===== src/rtl/core/lcc_pkg.sv =====
`timescale 1ns / 1ps
// ----------------------------------------------------------------------------
// lcc_pkg
// Shared types and constants for the LED color crossfade cycler.
// ----------------------------------------------------------------------------
package lcc_pkg;

  // channel and index widths
  localparam int CH_W     = 8;
  localparam int WEIGHT_W = 8;
  localparam int CIDX_W   = 3;

  // palette size and the number of entries in the cycle
  localparam int PALETTE_SLOTS = 6;
  localparam int COLOR_COUNT   = 6;

  // fixed-point constants for the weight table
  localparam logic [63:0] PI_Q30  = 64'd3373259426;
  localparam logic [63:0] ONE_Q30 = 64'd1073741824;

  // register indexes (byte address / 4)
  localparam logic [CIDX_W-1:0] REG_PALETTE_0 = 3'd0;
  localparam logic [CIDX_W-1:0] REG_PALETTE_1 = 3'd1;
  localparam logic [CIDX_W-1:0] REG_PALETTE_2 = 3'd2;
  localparam logic [CIDX_W-1:0] REG_PALETTE_3 = 3'd3;
  localparam logic [CIDX_W-1:0] REG_PALETTE_4 = 3'd4;
  localparam logic [CIDX_W-1:0] REG_PALETTE_5 = 3'd5;

  // packed palette word: red high, blue low
  typedef struct packed {
    logic [CH_W-1:0] red;
    logic [CH_W-1:0] green;
    logic [CH_W-1:0] blue;
  } rgb_t;

  typedef rgb_t [PALETTE_SLOTS-1:0] palette_t;

  localparam rgb_t PALETTE_RESET_0 = 24'h6633CC;
  localparam rgb_t PALETTE_RESET_1 = 24'h0000FF;
  localparam rgb_t PALETTE_RESET_2 = 24'hFF0000;
  localparam rgb_t PALETTE_RESET_3 = 24'h00FF00;
  localparam rgb_t PALETTE_RESET_4 = 24'h00FFFF;
  localparam rgb_t PALETTE_RESET_5 = 24'hFF00FF;

  // palette index plus one, wrapping at the cycle length
  function automatic logic [CIDX_W-1:0] step_index(input logic [CIDX_W-1:0] idx);
    logic [CIDX_W-1:0] res;
    if (idx >= CIDX_W'(COLOR_COUNT - 1)) begin
      res = '0;
    end else begin
      res = idx + CIDX_W'(1);
    end
    return res;
  endfunction

  // palette lookup; entries past the palette read as the first one
  function automatic rgb_t pick_color(input palette_t pal, input logic [CIDX_W-1:0] idx);
    rgb_t res;
    if (idx < CIDX_W'(PALETTE_SLOTS)) begin
      res = pal[idx];
    end else begin
      res = pal[0];
    end
    return res;
  endfunction

endpackage


===== src/rtl/core/lcc_weight_rom.sv =====
`timescale 1ns / 1ps
// ----------------------------------------------------------------------------
// lcc_weight_rom
// Raised-cosine fade weight per phase, unsigned Q0.8, built at elaboration.
// ----------------------------------------------------------------------------
module lcc_weight_rom
  import lcc_pkg::*;
#(
  parameter int PERIOD  = 75,
  parameter int PHASE_W = (PERIOD > 1) ? $clog2(PERIOD) : 1
) (
  input  logic [PHASE_W-1:0]  phase,
  output logic [WEIGHT_W-1:0] weight
);

  // constant table, one entry per phase
  logic [WEIGHT_W-1:0] wtab [PERIOD];

  // sin^2(pi*phase/(2*PERIOD)) via a Q30 Taylor series, rounded to Q0.8
  for (genvar g = 0; g < PERIOD; g++) begin : g_wtab
    // angle in q30 and its square
    localparam logic [63:0] ANG  = (PI_Q30 * 64'(g)) / (64'd2 * 64'(PERIOD));
    localparam logic [63:0] ANG2 = (ANG * ANG) >> 30;
    // each term is the previous one times ang^2 over (2k)(2k+1)
    localparam logic [63:0] T1 = ((ANG * ANG2) >> 30) / 64'd6;
    localparam logic [63:0] T2 = ((T1 * ANG2) >> 30) / 64'd20;
    localparam logic [63:0] T3 = ((T2 * ANG2) >> 30) / 64'd42;
    localparam logic [63:0] T4 = ((T3 * ANG2) >> 30) / 64'd72;
    localparam logic [63:0] T5 = ((T4 * ANG2) >> 30) / 64'd110;
    localparam longint SUM = longint'(ANG) - longint'(T1) + longint'(T2)
                           - longint'(T3) + longint'(T4) - longint'(T5);
    // clamp the sine to [0, 1]
    localparam longint SUM_LO = (SUM < longint'(0)) ? longint'(0) : SUM;
    localparam longint SIN_V  = (SUM_LO > longint'(ONE_Q30)) ? longint'(ONE_Q30) : SUM_LO;
    // square to q60, round half up to q0.8, saturate
    localparam logic [63:0] SQ   = 64'(SIN_V) * 64'(SIN_V);
    localparam logic [63:0] WRAW = (SQ + (64'd1 << 51)) >> 52;
    localparam logic [63:0] WSAT = (WRAW > 64'd255) ? 64'd255 : WRAW;
    assign wtab[g] = WSAT[WEIGHT_W-1:0];
  end

  // phase never reaches PERIOD; guard the index anyway
  assign weight = (32'(phase) < PERIOD) ? wtab[phase] : wtab[0];

endmodule


===== src/rtl/core/lcc_blend.sv =====
`timescale 1ns / 1ps
// ----------------------------------------------------------------------------
// lcc_blend
// One channel of the crossfade: c0 + floor((c1 - c0) * w / 256), mod 256.
// ----------------------------------------------------------------------------
module lcc_blend
  import lcc_pkg::*;
(
  input  logic [CH_W-1:0]     c0,
  input  logic [CH_W-1:0]     c1,
  input  logic [WEIGHT_W-1:0] weight,
  output logic [CH_W-1:0]     mixed
);

  logic signed [CH_W:0]              diff;
  logic signed [WEIGHT_W:0]          wgt_s;
  logic signed [CH_W+WEIGHT_W+1:0]   prod;
  logic signed [CH_W+WEIGHT_W+1:0]   prod_sh;

  // signed difference times weight, floor divide by 256
  always_comb begin
    diff    = $signed({1'b0, c1}) - $signed({1'b0, c0});
    wgt_s   = $signed({1'b0, weight});
    prod    = (CH_W+WEIGHT_W+2)'(diff) * (CH_W+WEIGHT_W+2)'(wgt_s);
    prod_sh = prod >>> WEIGHT_W;
    mixed   = c0 + prod_sh[CH_W-1:0];
  end

endmodule


===== src/rtl/core/led_color_crossfade_cycler.sv =====
`timescale 1ns / 1ps
// ----------------------------------------------------------------------------
// led_color_crossfade_cycler
// Tick-driven palette crossfade with a raised-cosine weight per phase.
// ----------------------------------------------------------------------------
//  channel   direction  handshake              payload
//  in_*      input      in_tvalid/in_tready    tick
//  out_*     output     out_tvalid/out_tready  red, green, blue, current_color
//  apb       input      psel/penable/pready    palette_color_0..5
//
//  one item per cycle while the output is not stalled; its result shows in
//  the output register in the cycle after accept. the path is state registers
//  -> weight table, palette mux, 8x8 multiply per channel -> output register.
//  reset (synchronous, rst_n low) clears phase, palette index, the first-period
//  flag and the output valid flag, and loads the default palette.
//  in_tready = !out_tvalid || out_tready: a held result stalls the input.
// ----------------------------------------------------------------------------
module led_color_crossfade_cycler
  import lcc_pkg::*;
#(
  parameter int PERIOD = 75
) (
  input  logic        clk,
  input  logic        rst_n,
  // input items
  input  logic        in_tvalid,
  output logic        in_tready,
  input  logic [7:0]  in_tdata,   // [0] tick, [7:1] zero
  // result items
  output logic        out_tvalid,
  input  logic        out_tready,
  output logic [31:0] out_tdata,  // [7:0] red, [15:8] green, [23:16] blue,
                                  // [26:24] current_color, [31:27] zero
  // configuration
  input  logic        psel,
  input  logic        penable,
  input  logic        pwrite,
  input  logic [4:0]  paddr,
  input  logic [31:0] pwdata,
  output logic [31:0] prdata,
  output logic        pready
);

  localparam int PHASE_W = (PERIOD > 1) ? $clog2(PERIOD) : 1;

  // state
  logic [PHASE_W-1:0] phase_count_r;
  logic [CIDX_W-1:0]  color_index_r;
  logic               first_done_r;
  palette_t           palette_r;

  // output register
  logic               out_valid_r;
  logic [31:0]        out_data_r;

  // combinational values
  logic               in_accept;
  logic               tick;
  logic [CIDX_W-1:0]  cur_idx;
  logic [CIDX_W-1:0]  nxt_idx;
  logic [PHASE_W-1:0] phase_nxt;
  logic [WEIGHT_W-1:0] weight;
  rgb_t               c_from;
  rgb_t               c_to;
  rgb_t               mixed;
  logic [CIDX_W-1:0]  reg_idx;
  logic               cfg_write;

  // handshake
  assign in_tready  = !out_valid_r || out_tready;
  assign in_accept  = in_tvalid && in_tready;
  assign tick       = in_tdata[0];
  assign out_tvalid = out_valid_r;
  assign out_tdata  = out_data_r;

  // palette index and phase for this item
  always_comb begin
    if ((phase_count_r == '0) && first_done_r) begin
      cur_idx = step_index(color_index_r);
    end else begin
      cur_idx = color_index_r;
    end
    nxt_idx = step_index(cur_idx);
    if (phase_count_r >= PHASE_W'(PERIOD - 1)) begin
      phase_nxt = '0;
    end else begin
      phase_nxt = phase_count_r + PHASE_W'(1);
    end
    c_from = pick_color(palette_r, cur_idx);
    c_to   = pick_color(palette_r, nxt_idx);
  end

  lcc_weight_rom #(
    .PERIOD  (PERIOD),
    .PHASE_W (PHASE_W)
  ) u_weight_rom (
    .phase  (phase_count_r),
    .weight (weight)
  );

  lcc_blend u_blend_red (
    .c0     (c_from.red),
    .c1     (c_to.red),
    .weight (weight),
    .mixed  (mixed.red)
  );

  lcc_blend u_blend_green (
    .c0     (c_from.green),
    .c1     (c_to.green),
    .weight (weight),
    .mixed  (mixed.green)
  );

  lcc_blend u_blend_blue (
    .c0     (c_from.blue),
    .c1     (c_to.blue),
    .weight (weight),
    .mixed  (mixed.blue)
  );

  // fade state advances on a tick
  always_ff @(posedge clk) begin
    if (!rst_n) begin
      phase_count_r <= '0;
      color_index_r <= '0;
      first_done_r  <= 1'b0;
    end else if (in_accept && tick) begin
      phase_count_r <= phase_nxt;
      color_index_r <= cur_idx;
      first_done_r  <= 1'b1;
    end
  end

  // output register control
  always_ff @(posedge clk) begin
    if (!rst_n) begin
      out_valid_r <= 1'b0;
    end else if (in_accept) begin
      out_valid_r <= 1'b1;
    end else if (out_tready) begin
      out_valid_r <= 1'b0;
    end
  end

  // output register payload
  always_ff @(posedge clk) begin
    if (in_accept) begin
      out_data_r <= {5'b0, cur_idx, mixed.blue, mixed.green, mixed.red};
    end
  end

  // register decode
  assign reg_idx   = paddr[4:2];
  assign cfg_write = psel && penable && pwrite && pready;
  assign pready    = 1'b1;

  // palette registers
  always_ff @(posedge clk) begin
    if (!rst_n) begin
      palette_r[0] <= PALETTE_RESET_0;
      palette_r[1] <= PALETTE_RESET_1;
      palette_r[2] <= PALETTE_RESET_2;
      palette_r[3] <= PALETTE_RESET_3;
      palette_r[4] <= PALETTE_RESET_4;
      palette_r[5] <= PALETTE_RESET_5;
    end else if (cfg_write) begin
      unique case (reg_idx)
        REG_PALETTE_0: palette_r[0] <= pwdata[23:0];
        REG_PALETTE_1: palette_r[1] <= pwdata[23:0];
        REG_PALETTE_2: palette_r[2] <= pwdata[23:0];
        REG_PALETTE_3: palette_r[3] <= pwdata[23:0];
        REG_PALETTE_4: palette_r[4] <= pwdata[23:0];
        REG_PALETTE_5: palette_r[5] <= pwdata[23:0];
        default: ;
      endcase
    end
  end

  // register read
  always_comb begin
    unique case (reg_idx)
      REG_PALETTE_0: prdata = {8'b0, palette_r[0]};
      REG_PALETTE_1: prdata = {8'b0, palette_r[1]};
      REG_PALETTE_2: prdata = {8'b0, palette_r[2]};
      REG_PALETTE_3: prdata = {8'b0, palette_r[3]};
      REG_PALETTE_4: prdata = {8'b0, palette_r[4]};
      REG_PALETTE_5: prdata = {8'b0, palette_r[5]};
      default:       prdata = '0;
    endcase
  end

  // phase stays inside the period
  a_phase_range: assert property (@(posedge clk) disable iff (!rst_n)
    32'(phase_count_r) < PERIOD)
    else $error("phase counter left the period");

  // palette index stays inside the cycle
  a_index_range: assert property (@(posedge clk) disable iff (!rst_n)
    32'(color_index_r) < COLOR_COUNT)
    else $error("palette index out of range");

  // an accepted item always leaves a result in the output register
  a_accept_result: assert property (@(posedge clk) disable iff (!rst_n)
    in_accept |=> out_valid_r)
    else $error("accepted item produced no result");

  // a tick moves the phase by one, with wrap
  a_phase_step: assert property (@(posedge clk) disable iff (!rst_n)
    (in_accept && tick) |=> (phase_count_r == $past(phase_nxt)))
    else $error("phase did not step on a tick");

endmodule

===== config.mk =====
export PLATFORM = sky130hd
export DESIGN_NAME = led_color_crossfade_cycler
export DESIGN_NICKNAME = d
export VERILOG_FILES = /design/src/rtl/core/lcc_pkg.sv /design/src/rtl/core/lcc_weight_rom.sv /design/src/rtl/core/lcc_blend.sv /design/src/rtl/core/led_color_crossfade_cycler.sv
export SDC_FILE = /design/constraint.sdc
export NUM_CORES = 1
export LEC_CHECK = 0
export ABC_AREA = 1
export BUFFER_PORTS_ARGS = -buffer_cell sky130_fd_sc_hd__buf_2
export CORE_MARGIN = 2
export CORE_UTILIZATION = 25
export DETAILED_ROUTE_END_ITERATION = 16
export PLACE_DENSITY = 0.51
export SLEW_MARGIN = 10
export SYNTH_ARGS = -nofsm -noshare
export SYNTH_HDL_FRONTEND = slang
export SYNTH_SLANG_ARGS = --single-unit
export TNS_END_PERCENT = 30

===== constraint.sdc =====
create_clock -name clk -period 15.1 [get_ports clk]
set_clock_uncertainty 0.15 [all_clocks]
set_input_delay 3.02 -clock clk [delete_from_list [all_inputs] [get_ports clk]]
set_output_delay 3.02 -clock clk [all_outputs]
set_load 0.1 [all_outputs]

# Word-level counts from Yosys, hierarchy flattened

Memory sizes are Yosys's and may differ from the RTL's.
Index checks and enable logic that the tools add are counted.

Add/subtract/negate cells: 9
Multipliers: 3
$lt $le $gt $ge: 9
Equal/unequal tests: 5
Mux-type cells: 16
Bitwise gates (word level): 1
Reductions and logical operators: 16

Operators by type and width:

| cell                  | number |
|---|---|
| $bmux W24 S3          | 2 |
| $pmux W24 S6          | 1 |
| $mux W24              | 4 |
| $mul A9 B9 Y16        | 3 |
| $sub A8 B8 Y9         | 3 |
| $add A8 B8 Y8         | 3 |
| $mux W8               | 3 |
| $reduce_and A2 Y1     | 6 |
| $mux W3               | 3 |
| $ge A8 B8 Y1 const B  | 1 |
| $lt A3 B4 Y1 const B  | 2 |
| $not A7 Y8            | 1 |
| $add A7 B1 Y7 const B | 1 |
| $ge A7 B7 Y1 const B  | 1 |
| $logic_not A7 Y1      | 1 |
| $lt A7 B7 Y1 const B  | 1 |
| $mux W7               | 1 |
| $add A3 B1 Y3 const B | 2 |
| $eq A3 B2 Y1 const B  | 2 |
| $eq A3 B3 Y1 const B  | 2 |
| $ge A3 B3 Y1 const B  | 2 |
| $lt A3 B3 Y1 const B  | 2 |
| $logic_and A1 B1 Y1   | 5 |
| $eq A3 B1 Y1 const B  | 1 |
| 5 further kinds       | 6 |

Register bits after elaboration: 183
Bits in read-only memories: 1,024
Output and inout port bits: 67
Logic and storage cells: 83
Memories kept: 1

Memories:

| memory          | words | width | rd ports | clocked after Yosys merged registers in | write ports | line                 | RTL |
|---|---|---|---|---|---|---|---|
| (no name shown) | 128   | 8     | 1        | 0                                       | 0           | lcc_weight_rom.sv:43 | `assign weight = (32'(phase) < PERIOD) ? wtab[phase] : wtab[0];` |

# Longest topological paths before layout

Gate-level depths: netlist of the first run.

Word-level depth: 11
Depth in mapped cells: 63

# Cells and area by module

A second synthesis of the first run with hierarchy kept.

Cell total of the unflattened synthesis: 3,179
Area total of the unflattened synthesis: 21,533.2 µm²

Modules (own cells, without submodules):

| module                     | instances | cells each | area each (µm²) |
|---|---|---|---|
| led_color_crossfade_cycler | 1         | 1,612      | 10,690.3 |
| lcc_blend at u_blend_green | 1         | 469        | 3,337.0 |
| lcc_blend at u_blend_red   | 1         | 452        | 3,304.4 |
| lcc_blend at u_blend_blue  | 1         | 470        | 3,271.9 |
| lcc_weight_rom             | 1         | 176        | 929.6 |

# Worst setup path after synthesis of the first run

OpenSTA, ideal clock, no wires.

Kind: register to register
Start: reg phase_count_r[1]
End: reg out_data_r[23] (netlist: out_tdata[23]) (data pin)
Library setup time: 0.253 ns
Data arrival time: 8.740 ns
Required time: 14.697 ns
Slack: 5.957 ns
Cell stages (with the launch flop): 57
Clock period less this slack: 9.143 ns
Cell sequence: dfxtp_1 -> inv_1 -> ha_1 -> nand3_1 -> nor2_1 -> nand2_1 -> nand2_1 -> nand2_1 -> buf_2 -> buf_2 -> ha_1 -> xor2_1 -> inv_2 -> nand2_2 -> buf_2 -> o21ai_0 -> o21ai_1 -> nand2_1 -> [21 not listed] -> nor2_1 -> a211oi_1 -> nand2_1 -> xor2_1 -> ha_1 -> a21oi_1 -> nand2_1 -> nand4_1 -> nand3_1 -> or2_2 -> nand2_1 -> nand2_1 -> nand2_1 -> inv_1 -> nand3_1 -> nand2_1 -> nor2_1 -> nor2_1

RTL lines:

| element                  | line                              | RTL |
|---|---|---|
| start: declaration       | led_color_crossfade_cycler.sv:47  | `logic [PHASE_W-1:0] phase_count_r;` |
| start signal: assignment | led_color_crossfade_cycler.sv:129 | `phase_count_r <= phase_nxt;` |
| end signal: assignment   | led_color_crossfade_cycler.sv:149 | `out_data_r <= {5'b0, cur_idx, mixed.blue, mixed.green, mixed.red};` |
| end: declaration         | led_color_crossfade_cycler.sv:54  | `logic [31:0] out_data_r;` |

==> metrics.txt, run 1 <==
unrepaired setup endpoints after global routing=no; nets=3312; Async SR Flop Fraction=0%; register area share after synthesis=19.3%; Chip Height=290 µm; run status=complete, no violations; CTS Buffer Depth=2; critical-path cell with the highest stage delay=dfxtp_1; via count=19.2k; P_leak=11.2 nW; Antenna Cells=0; Post-Route WL=69700 µm; Worst-Skew Late Latency=0.48 ns; H-tree Lvls=4; Sw Pwr=1.05 mW; final hold violations=0; 1st-iter DRT viols=1507; family with the most delay on the worst path=adder cells; hold path depth=2; CTS buffer count=17; overall die width=290 µm; IO Pins=119; setup TNS=0 ns; #FFs+latches synth=183; Post-Synthesis Cells=2937; Slew HR=18.9%; final period utilization=76.0%; Global Route Usage Sum=16.8%; worst reg-to-reg path cell count=47; Post-DP HPWL=50200 µm; Post-CTS Setup Inserts=0; Final min period=11.48 ns; Initial Utilization=25.3%; combinational power share=51.6%; reg-to-reg startpoint=phase_count_r[3]$_SDFFE_PN0P_; worst r2r dst=out_tdata[7]$_DFFE_PP_; worst-margin pin slew=1.21 ns; Req. time, crit path=15.16 ns; Post-Syn Area=20400 µm²; Ys Warns=0; Die ar.=83900 µm²; HP Start=palette_r[132]$_SDFFE_PN0P_; Max Clock Freq=87.1 MHz; TritonCTS clock tree=built; Pint=0.981 mW; WS Path Type=reg -> reg; maximum fanout along the worst path=57; Root Buffer=clkbuf_16; vias in the first global route=18.5k; CP endpoint kind=flop; element type at the critical path start=flop; Cell variety after synth=52; first-pass GRT wire length=109000 µm; EDFF count, synth=27; Std-Cell Rows=104; hold_buf cts=0; VDD IR max=0.0998 mV; clock group share of total power=22.5%; clock transition at the registers of the reported paths=0.08 ns; MaxCap Viol Count=0; # setup viols final=0; top_reg_cell synth=dfxtp_1; reg2reg setup slack=3.62 ns; Crit path largest cell delay=0.66 ns; Hold Crit Class=reg -> reg; Sink Count=183; PwrDens=90.8 nW/µm²; post-route ant nets=0; IO buf count=87; area leader, netlist=fa_1; syn_area_per_cell=6.94 µm²; Finished Cell Area=22400 µm²; post-CTS resize count=0; Area Overhead vs Synth=9.59%; layout cells sized above 1=6.97%; GPL Wtd Cong=0.863; 1st-pass router iterations=6; CORE AREA=80700 µm²; CP arrival=11.53 ns; Buf/Inv on CP=6; grt ovf=0; top post-synthesis cells by area=fa_1 (16%), dfxtp_1 (15%), nand2_1 (12%), inv_1 (9.1%), ha_1 (9.1%); Net Sw Frac=51.7%; WHS Endpoint=palette_r[132]$_SDFFE_PN0P_; Yosys top cell area share=16.5%; max-slew violation count=0; Via density=4.79; Cell Area, Placed=21800 µm²; DRC viols=0; Crit path top cell by count=nand2_1; largest net degree at the start of global routing=82; Flop pwr share=25.9%; drt wl/cell=17.3 µm; initial antenna violation count=4
logic make-up after synthesis:
kind of cell,share of synthesized area (%)
buf+inv,12.8
simple gates,22.4
flops,19.3
xor+xnor,2.66
fa+ha+maj,25.6
compound gates,17.3
other cells,0.0368
tightest hold or removal path: stages, from the launching register on:
cell and delay [ns]:
dfxtp_1 0.33, inv_1 0.07, a21oi_1 0.05
synthesized netlist by cell type, types with 2 or more instances:
master / number
a22oi_1: 11
o211ai_2: 15
xor2_1: 40
nand2_1: 661
buf_2: 35
clkbuf_1: 78
nor3_1: 9
inv_1: 494
fa_1: 168
nand2_2: 8
nand3_1: 175
nor3_2: 3
ha_1: 148
o21ai_1: 19
edfxtp_1: 27
o21bai_1: 8
nor4_1: 2
o211ai_1: 63
xnor2_1: 22
o2111ai_1: 2
nor2_1: 247
a21o_1: 3
dfxtp_1: 156
inv_2: 14
o22ai_1: 16
clkinv_1: 4
nor2_2: 4
or2_2: 3
buf_6: 4
buf_1: 6
a211oi_1: 6
o21ai_0: 202
a221oi_1: 25
a21oi_1: 190
buf_4: 19
o221ai_1: 13
conb_1: 2
a31oi_1: 14
nand4_1: 8
registers in the layout (all words and copies together), names as in the netlist:
signal	count
palette_r	144
color_index_r	3
phase_count_r	7
out_tvalid	1
out_tdata	27
first_done_r	1
worst max path at each step:
stage / from / end / depth (start not counted)
finish: phase_count_r[3]$_SDFFE_PN0P_ / out_tdata[7]$_DFFE_PP_ / 47
global route: phase_count_r[3]$_SDFFE_PN0P_ / out_tdata[7]$_DFFE_PP_ / 48
CTS: phase_count_r[3]$_SDFFE_PN0P_ / out_tdata[7]$_DFFE_PP_ / 47
detailed placement: phase_count_r[3]$_SDFFE_PN0P_ / out_tdata[7]$_DFFE_PP_ / 47
global placement: phase_count_r[3]$_SDFFE_PN0P_ / out_tdata[7]$_DFFE_PP_ / 47
floorplan: phase_count_r[1]$_SDFFE_PN0P_ / out_tdata[23]$_DFFE_PP_ / 56
layer usage:
| metal | up-vias | part of all wire, % | global-route usage [%] |
|---|---|---|---|
| met4 | 2 | 2.1 | 4.08 |
| met3 | 81 | 5.3 | 1.78 |
| li1 | 9404 | - | - |
| met1 | 9152 | 45 | 22.5 |
| met5 | - | 0.020 | 0 |
| met2 | 591 | 48 | 28.7 |
power by group through the flow:
stage,clock network [mW],registers (mW),logic [mW]
6_report,0.457,0.525,1.05
5_1_grt,0.485,0.527,1.15
4_1_cts,0.467,0.526,1.05
3_5_place_dp,0,0.537,1.04
3_3_place_gp,0,0.537,1.04
2_1_floorplan,0,0.614,0.657
final cells by class:
cell class              instances  area, µm²
inverters                     513       1930
multi-input cells            2111      13900
repair buffers                118        671
flip-flops and latches        183       3930
fillers                      9028      58300
clock inverters                11       91.3
well taps                    1060       1330
clock buffers                  21        472
through the flow:
stage          setup slack, ns  total power, mW  hold slack, ns  cells  utilization (%)
6_report                  3.62             2.03           0.348   4017             27.7
2_1_floorplan             5.96             1.27           0.302   2949                -
4_1_cts                   3.55             2.04           0.344   4017             27.7
5_1_grt                   2.67             2.17           0.368   4017             27.7
3_5_place_dp              3.55             1.58           0.333   3985             27.0
3_3_place_gp              3.69             1.58           0.327   3985             27.0
layout by cell type, fill, tap and decap left out, drive strengths merged, types with 11 or more instances in the layout:
| cell type | synthesis | final |
|---|---|---|
| buf | 64 | 118 |
| a21oi | 190 | 190 |
| dfxtp | 156 | 156 |
| clkbuf | 78 | 21 |
| o211ai | 78 | 78 |
| nor2 | 252 | 252 |
| xnor2 | 22 | 22 |
| xor2 | 40 | 40 |
| a22oi | 11 | 11 |
| o22ai | 16 | 16 |
| ha | 148 | 148 |
| a31oi | 14 | 14 |
| a221oi | 25 | 25 |
| inv | 509 | 511 |
| conb | 2 | 14 |
| o21ai | 221 | 221 |
| nor3 | 12 | 12 |
| edfxtp | 27 | 27 |
| nand3 | 176 | 176 |
| o221ai | 13 | 13 |
| clkinv | 4 | 12 |
| fa | 168 | 168 |
| nand2 | 670 | 670 |
Power figures use the tool's default switching activity.
==> run 2: changes to the inputs <==
--- a/config.mk
+++ b/config.mk
@@ -10,7 +10,7 @@
 export CORE_MARGIN = 2
 export CORE_UTILIZATION = 25
 export DETAILED_ROUTE_END_ITERATION = 16
-export PLACE_DENSITY = 0.51
+export PLACE_DENSITY = 0.53
 export SLEW_MARGIN = 10
 export SYNTH_ARGS = -nofsm -noshare
 export SYNTH_HDL_FRONTEND = slang
==> constraint.sdc (replaced) <==
create_clock -name clk -period 9.61 [get_ports clk]
set_clock_uncertainty 0.15 [all_clocks]
set_input_delay 1.922 -clock clk [delete_from_list [all_inputs] [get_ports clk]]
set_output_delay 1.922 -clock clk [all_outputs]
set_load 0.1 [all_outputs]
==> metrics.txt, run 2 (synthesis gave the netlist of run 1 again) <==
run status=complete, no violations; CP endpoint kind=flop; Largest register FFs=144 (unchanged); Final min period=9.20 ns (-2.28 ns); setup TNS=0 ns (unchanged); Top reg by flops=palette_r; Area Overhead vs Synth=15.4%; multi-input gate area in the final layout=14300 µm² (+2.8%); Global Route Usage Sum=16.5% (-0.25 points); Crit path top cell by count=nand2_1; final hold violations=0 (unchanged); Max Clock Freq=109 MHz (+25%); CP arrival=9.28 ns (-2.25 ns); PwrDens=149 nW/µm² (+64%); max-slew violation count=0 (unchanged); Req. time, crit path=9.69 ns (-5.47 ns); CTS Buffer Depth=2 (unchanged); grt ovf=0 (unchanged); Initial Utilization=25.3% (unchanged); CORE AREA=80700 µm² (unchanged); H-tree Lvls=4 (unchanged); 1st-iter DRT viols=1448 (-3.9%); met2 usage=27.4% (-1.3 points); first-pass GRT wire length=107000 µm (-1.2%); # setup viols final=0 (unchanged); GR Util met3=1.77% (-0.0078 points); Slew HR=30.8% (+12 points); TritonCTS clock tree=built; VDD IR max=0.150 mV (+51%); met1 GRT Util=22.3% (-0.20 points); Post-Place Cells=4046 (+1.5%); commonest non-fill, non-tap cell in the layout=nand2_1; CTS buffer count=17 (unchanged); hold_buf cts=0 (unchanged); MaxCap Viol Count=0 (unchanged); initial antenna violation count=5 (+1); Hold Crit Class=reg -> reg; post-route ant nets=0 (unchanged); Std-Cell Rows=104 (unchanged); Post-Route WL=70200 µm (+0.74%); Crit path largest cell delay=0.62 ns (-0.04 ns); DRC viols=0 (unchanged); Register Area=3940 µm² (about the same); layout cells sized above 1=11.9% (+4.9 points); IO buf count=87 (unchanged); Sink Count=183 (unchanged); Post-DP HPWL=50500 µm (+0.55%); element type at the critical path start=flop; Worst-Skew Late Latency=0.49 ns (about the same); drt wl/cell=17.1 µm (-1.3%); IO Pins=119 (unchanged); GPL Wtd Cong=0.881 (+2.1%); vias in the first global route=18.7k (+1.1%); largest net degree at the start of global routing=73 (-11%); worst-margin pin slew=1.04 ns (-0.171 ns); 1st-pass router iterations=5 (-1); Root Buffer=clkbuf_16; nets=3394 (+2.5%); Filler Cells Inserted=8907 (-1.3%); Die ar.=83900 µm² (unchanged); overall die width=290 µm (unchanged); clock transition at the registers of the reported paths=0.09 ns (about the same); Chip Height=290 µm (unchanged); maximum fanout along the worst path=7 (-88%); final period utilization=95.7% (+20 points); commonest non-fill, non-tap cells in the layout=nand2_1 (648), inv_1 (486), nor2_1 (238); critical-path cell with the highest stage delay=fa_1; via count=19.6k (+1.9%); Non-Filler Instances=4101 (+2.1%); Via density=4.78 (-0.15%); WS Path Type=reg -> reg; P_leak=11.7 nW (+4.5%); busiest metal layer after global routing=met2
-- run 2: layout make-up --
class                           instances  area share (%)
Inverter                              513            8.26
Timing Repair Buffer                  199            6.14
Clock buffer                           18            1.87
Clock inverter                         14           0.484
Multi-Input combinational cell       2112            60.9
Antenna cell                            2          0.0213
Tap cell                             1060            5.64
Sequential cell                       183            16.7
-- run 2: routing by layer --
layer	wire length, µm	part of all wire, %
met2	33200	47
met4	2190	3.1
met1	31100	44
met3	3620	5.2
met5	40	0.057
-- run 2: critical path, delay by kind of cell (launching register included) --
family	cells	cell delay (ns)
AOI/OAI and AO/OA	8	1.25
xor gates and xnor gates	1	0.15
adders and majority gates	9	3.48
buffers and inverters	16	1.72
DFF	1	0.32
and+or+nand+nor	19	1.87
-- run 2: power breakdown --
group / switching, mW / internal [mW] / total (mW)
Clock: 0.374 / 0.345 / 0.719
Sequential: 0.0130 / 0.811 / 0.824
Combinational: 1.35 / 0.612 / 1.96
-- run 2: worst paths after layout --
path         depth (start not counted)                          start  slack [ns]                           to
min                                  2    palette_r[132]$_SDFFE_PN0P_        0.34  palette_r[132]$_SDFFE_PN0P_
min reg2reg                          2    palette_r[132]$_SDFFE_PN0P_        0.34  palette_r[132]$_SDFFE_PN0P_
max                                 53  phase_count_r[1]$_SDFFE_PN0P_        0.41      out_tdata[15]$_DFFE_PP_
max reg2reg                         53  phase_count_r[1]$_SDFFE_PN0P_        0.41      out_tdata[15]$_DFFE_PP_
-- run 2: repair_timing --
| action | CTS | global route |
|---|---|---|
| endpoints found under the setup margin | 0 | 12 |
| gates resized for setup | 0 | 107 |
| buffers inserted | 0 | 17 |
| endpoints found under the hold margin | 0 | 0 |
-- run 2: per-stage QoR --
step | hold slack (ns) | cell area [µm²] | util [%] | setup WS (ns) | power (mW)
2_1_floorplan | 0.302 | 20400 | - | 0.467 | 2.00
6_report | 0.340 | 23500 | 29.2 | 0.413 | 3.51
3_5_place_dp | 0.332 | 22300 | 27.7 | 0.0359 | 2.63
5_1_grt | 0.365 | 23500 | 29.2 | -0.0689 | 3.72
3_3_place_gp | 0.324 | 22300 | 27.7 | 0.113 | 2.63
4_1_cts | 0.342 | 22900 | 28.3 | 0.0295 | 3.35
